--- config.mk ---
export PLATFORM = sky130hd
export DESIGN_NAME = xsr_ctrl
export DESIGN_NICKNAME = d
export VERILOG_FILES = /design/src/design/xsr_pkg.sv /design/src/design/xsr_ctrl.sv
export SDC_FILE = /design/constraint.sdc
export NUM_CORES = 1
export LEC_CHECK = 0
export ABC_AREA = 1
export ABC_CLOCK_PERIOD_IN_PS = 1200
export BUFFER_PORTS_ARGS = -buffer_cell sky130_fd_sc_hd__buf_4
export CAP_MARGIN = 20
export CORE_MARGIN = 2
export CORE_UTILIZATION = 46
export CTS_BUF_LIST = sky130_fd_sc_hd__clkbuf_2
export DETAILED_ROUTE_END_ITERATION = 10
export PLACE_DENSITY = 0.82
export SETUP_SLACK_MARGIN = 0.2
export SLEW_MARGIN = 20
export SYNTH_ARGS = -nofsm -noshare
export SYNTH_HDL_FRONTEND = slang
export SYNTH_SLANG_ARGS = --single-unit
--- constraint.sdc ---
create_clock -name clk -period 1.2 [get_ports clk]
set_input_delay 0.18 -clock clk [delete_from_list [all_inputs] [get_ports clk]]
set_output_delay 0.18 -clock clk [all_outputs]
set_load 0.01 [all_outputs]
--- src/design/xsr_pkg.sv ---
// ----------------------------------------------------------------------------
// xsr_pkg
// Shared types and constants of the xoshiro256** generator with jump.
// ----------------------------------------------------------------------------
package xsr_pkg;

	// request kinds
	localparam logic [1:0] KIND_DRAW = 2'd0;
	localparam logic [1:0] KIND_LOAD = 2'd1;
	localparam logic [1:0] KIND_JUMP = 2'd2;

	// 2^128 jump polynomial, bit n of the vector is step n of the jump
	localparam logic [255:0] JUMP_POLY = {
		64'h39abdc4529b1661c, 64'ha9582618e03fc9aa,
		64'hd5a61266f0c9392c, 64'h180ec6d33cfd0aba
	};

	localparam int JUMP_STEPS = 256;

	// controller to datapath commands
	typedef struct packed {
		logic       load;        // write one state word
		logic       draw_start;  // advance state, start output scrambler
		logic       draw1;       // finish scrambler (times 9)
		logic       draw2;       // partial products of the bound
		logic       draw3;       // sum of partial products
		logic       jump_start;  // clear jump accumulator
		logic       jump_step;   // one jump step
		logic [7:0] jump_idx;    // polynomial bit for this step
		logic       jump_end;    // copy accumulator into state
		logic       out_load;    // load output register
		logic       out_draw;    // result comes from a draw
	} xsr_cmd_t;

endpackage

--- src/design/xsr_ctrl.sv ---
// ----------------------------------------------------------------------------
// xsr_ctrl
// Sequencer of the generator: handshakes, draw steps, jump step count.
// ----------------------------------------------------------------------------
module xsr_ctrl (
	input  logic              clk,
	input  logic              arst_n,
	input  logic              in_valid,
	output logic              in_stall,
	input  logic [1:0]        kind,
	output logic              out_valid,
	input  logic              out_stall,
	output xsr_pkg::xsr_cmd_t cmd
);
	import xsr_pkg::*;

	localparam logic [2:0] S_IDLE  = 3'd0;
	localparam logic [2:0] S_DRAW1 = 3'd1;
	localparam logic [2:0] S_DRAW2 = 3'd2;
	localparam logic [2:0] S_DRAW3 = 3'd3;
	localparam logic [2:0] S_JUMP  = 3'd4;
	localparam logic [2:0] S_JEND  = 3'd5;
	localparam logic [2:0] S_DONE  = 3'd6;

	logic [2:0] state_q;
	logic [2:0] state_d;
	logic [7:0] cnt_q;
	logic       draw_q;
	logic       out_valid_q;
	logic       accept;
	logic       out_free;
	logic       last_step;

	assign in_stall  = (state_q != S_IDLE);
	assign accept    = in_valid && !in_stall;
	assign out_free  = !out_valid_q || !out_stall;
	assign last_step = (cnt_q == 8'(JUMP_STEPS - 1));
	assign out_valid = out_valid_q;

	// next state and commands
	always_comb begin
		state_d = state_q;
		cmd     = '0;
		cmd.jump_idx = cnt_q;
		cmd.out_draw = draw_q;
		case (state_q)
			S_IDLE: begin
				if (accept) begin
					case (kind)
						KIND_DRAW: begin
							cmd.draw_start = 1'b1;
							state_d = S_DRAW1;
						end
						KIND_LOAD: begin
							cmd.load = 1'b1;
							state_d = S_DONE;
						end
						KIND_JUMP: begin
							cmd.jump_start = 1'b1;
							state_d = S_JUMP;
						end
						default: begin
							state_d = S_DONE;
						end
					endcase
				end
			end
			S_DRAW1: begin
				cmd.draw1 = 1'b1;
				state_d = S_DRAW2;
			end
			S_DRAW2: begin
				cmd.draw2 = 1'b1;
				state_d = S_DRAW3;
			end
			S_DRAW3: begin
				cmd.draw3 = 1'b1;
				state_d = S_DONE;
			end
			S_JUMP: begin
				cmd.jump_step = 1'b1;
				if (last_step) begin
					state_d = S_JEND;
				end
			end
			S_JEND: begin
				cmd.jump_end = 1'b1;
				state_d = S_DONE;
			end
			S_DONE: begin
				if (out_free) begin
					cmd.out_load = 1'b1;
					state_d = S_IDLE;
				end
			end
			default: begin
				state_d = S_IDLE;
			end
		endcase
	end

	// state, jump counter, request kind
	always_ff @(posedge clk or negedge arst_n) begin
		if (!arst_n) begin
			state_q <= S_IDLE;
			cnt_q   <= '0;
			draw_q  <= 1'b0;
		end else begin
			state_q <= state_d;
			if (accept) begin
				draw_q <= (kind == KIND_DRAW);
				cnt_q  <= '0;
			end else if (cmd.jump_step) begin
				cnt_q <= cnt_q + 8'd1;
			end
		end
	end

	// output valid
	always_ff @(posedge clk or negedge arst_n) begin
		if (!arst_n) begin
			out_valid_q <= 1'b0;
		end else if (cmd.out_load) begin
			out_valid_q <= 1'b1;
		end else if (!out_stall) begin
			out_valid_q <= 1'b0;
		end
	end

endmodule

==> impl_metrics.ini <==
[status]
status = finished with violations
violations = negative setup slack

[finish]
design_area_mm2 = 0.001500
final_common_cell = buf_4
fillCellCount = 33
final_layout_size_suffix_gt1_frac = 0.6012
post-route-util = 0.9623
final_cell_mix = 32 x buf_4, 25 x nand2_1, 22 x buf_6
syn2layout_area_growth_pct = 89.42
nets = 181
diodes = 0
regArea_um2 = 329.1
multi_input_area_um2 = 521.8

[detailed_routing]
antenna_left = 0
post_drt_wl_per_cell_um = 23.08
drc = 0
vias = 1260
dr.pass1.iters = 5
totalWireLength_mm = 4.362
vias_per_cell = 6.667
drtIter0Drc = 110

[timing]
slew_headroom = 0.8127
period_minus_slack_ns = 1.621
worst_pin_slew_ns = 0.2806
rsz0062_at_grt = yes
skew_ns = 0.02179
drv_slew = 0
maxClockFrequency_mhz = 616.8
final.period_utilization = 1.351
setup_viol = 23
fin_ws_ns = -0.4212
hold_violations = 0
hold_slack_ns = 0.1259

[floorplanning]
die_area_mm2 = 0.002070
fp.dieW_um = 45.50
initial_core_util = 0.5080
io_pins = 26
die_y_um = 45.50
num_rows = 14
core_area_mm2 = 0.001559

[worst_setup_path]
ff2ff_path_depth = 8
worstSetupEndpointType = output port
cp-startpoint = state_q[1]
ff2ff_setup_slack_ns = -0.32
critPathRequiredTime_ns = 1.02
reg2reg_to = state_q[1]
reg2reg_from = state_q[1]
cp_max_fo = 3
cp-endpoint = cmd[2]
critical_path_class = reg2out
arrival_ns = 1.44
start_kind = flop

[synthesis]
synth.net_count = 122
synth_top_area_share = 0.4107
synth_warnings = 0
yosysSeqAreaShare = 0.4107
syn_inst = 115
synth_top_cell_by_area = dfrtp_1
avgSynthCellArea_um2 = 6.887
netlist_area_um2 = 792.0
ys_ff_latch = 13
synth_cell_types = 21
synth_area_leaders = dfrtp_1 41%, nand2_1 16%, inv_1 9.0%

[global_route]
grt_first_pass_wirelength_mm = 4.278
overflow = 0
grt_pass1_vias = 938
track_usage = 0.2910
grt_max_degree = 14
grt_antenna_before_repair = 1

[cts]
clock-sinks = 13
cts_buffer_depth = 2
h-tree-depth = 1
clk_latency_ns = 0.30
path_clk_slew_ns = 0.17
cts_tree = done
numCtsBuffers = 3
root_buffer = clkbuf_2

[pwr]
p_leak_uw = 0.0008081
clkPwrFrac = 0.067
irDropWorstVdd_v = 0.001655
pwr-share-comb = 0.715
p_switching_uw = 1867
p_int_uw = 2053
pwr_density_cell_mw_per_mm2 = 2613
pwr-share-seq = 0.218
swShare = 0.4762

[run]
max_cap_viol_count = 0

[place]
port_buffers = 25
dp_hpwl_mm = 1.541
gp_congestion = 0.8607
placed_cell_area_mm2 = 0.001076

[worst_hold_path]
hold_class = in2reg
[metrics by stage]
step,TNS (ns),instances,total power (uW),setup slack [ns]
floorplan,0,115,1604,0.01338
global placement,0,162,2190,0.04154
detailed placement,-0.002701,162,2257,-0.002701
CTS,-2.610,183,3208,-0.2478
global route,-6.928,189,4064,-0.4763
finish,-6.273,189,3920,-0.4212
[kinds of logic (layout without fill, tap and decap cells)]
kind of cell / after synthesis / after routing / synth area share
buffers and inverters: 23 / 81 / 0.1248
AOI/OAI and AO/OA: 11 / 11 / 0.07583
adders and majority gates: 1 / 1 / 0.01580
DFF: 13 / 13 / 0.4107
and+or+nand+nor: 67 / 67 / 0.3728
[final cells by class]
type | instances | area share
Timing Repair Buffer | 56 | 0.3420
Sequential cell | 13 | 0.2193
Inverter | 21 | 0.06422
Clock buffer | 4 | 0.01334
Multi-Input combinational cell | 79 | 0.3478
Tap cell | 16 | 0.01334
[routing by layer]
layer,up-vias,share of wire,global-route usage
met3,58,0.12,0.03571
met2,160,0.47,0.5183
li1,476,-,-
met5,-,0,0
met4,0,0.097,0.06471
met1,566,0.31,0.3716
[worst max-delay path, cell delays in order, from the launching register on]
cell	delay (ns)
dfrtp_2	0.48
buf_4	0.15
buf_6	0.12
inv_4	0.06
nand3_2	0.09
inv_1	0.10
buf_4	0.12
[sequential cells by signal, indices dropped and copies added, names as in the netlist]
signal / count
cnt_q: 8
state_q: 3
draw_q: 1
out_valid: 1
[worst min-delay path by stage]
stage	startpoint	end	slack [ns]	cells past startpoint
CTS	out_stall	out_valid	0.13	3
global route	out_stall	out_valid	0.14	3
detailed placement	arst_n	cnt_q[2]	0.04	1
floorplan	arst_n	cnt_q[0]	-0.12	0
global placement	arst_n	out_valid	0.04	1
finish	out_stall	out_valid	0.13	3
[cell usage after synthesis]
| cell | instances |
|---|---|
| clkinv_4 | 1 |
| inv_1 | 19 |
| a21oi_1 | 2 |
| nand2_2 | 2 |
| nor2_4 | 1 |
| nand2_1 | 34 |
| nor3_1 | 2 |
| inv_2 | 1 |
| o21ai_0 | 5 |
| ha_1 | 1 |
| a22o_1 | 1 |
| buf_4 | 2 |
| nand4_1 | 1 |
| nand3_1 | 10 |
| nand2_4 | 1 |
| nand3b_1 | 1 |
| o22ai_1 | 1 |
| or2_2 | 1 |
| nor2_1 | 14 |
| dfrtp_1 | 13 |
| o21ai_1 | 2 |
[power groups by stage]
stage / clock network, uW / registers [uW] / logic [uW]
3_5_place_dp: 0 / 797 / 1460
4_1_cts: 229 / 796 / 2180
2_1_floorplan: 0 / 827 / 777
3_3_place_gp: 0 / 784 / 1410
6_report: 262 / 855 / 2800
5_1_grt: 268 / 860 / 2940
[timing repair]
action                                  CTS  global route
gates resized for setup                  39            30
endpoints found under the hold margin    13             0
buffers inserted                         15             6
pin swaps                                 6            10
hold buffers                              1             0
endpoints found under the setup margin   31            32
gates cloned                              1             0
Note: power is estimated with default switching activity, not from simulation.
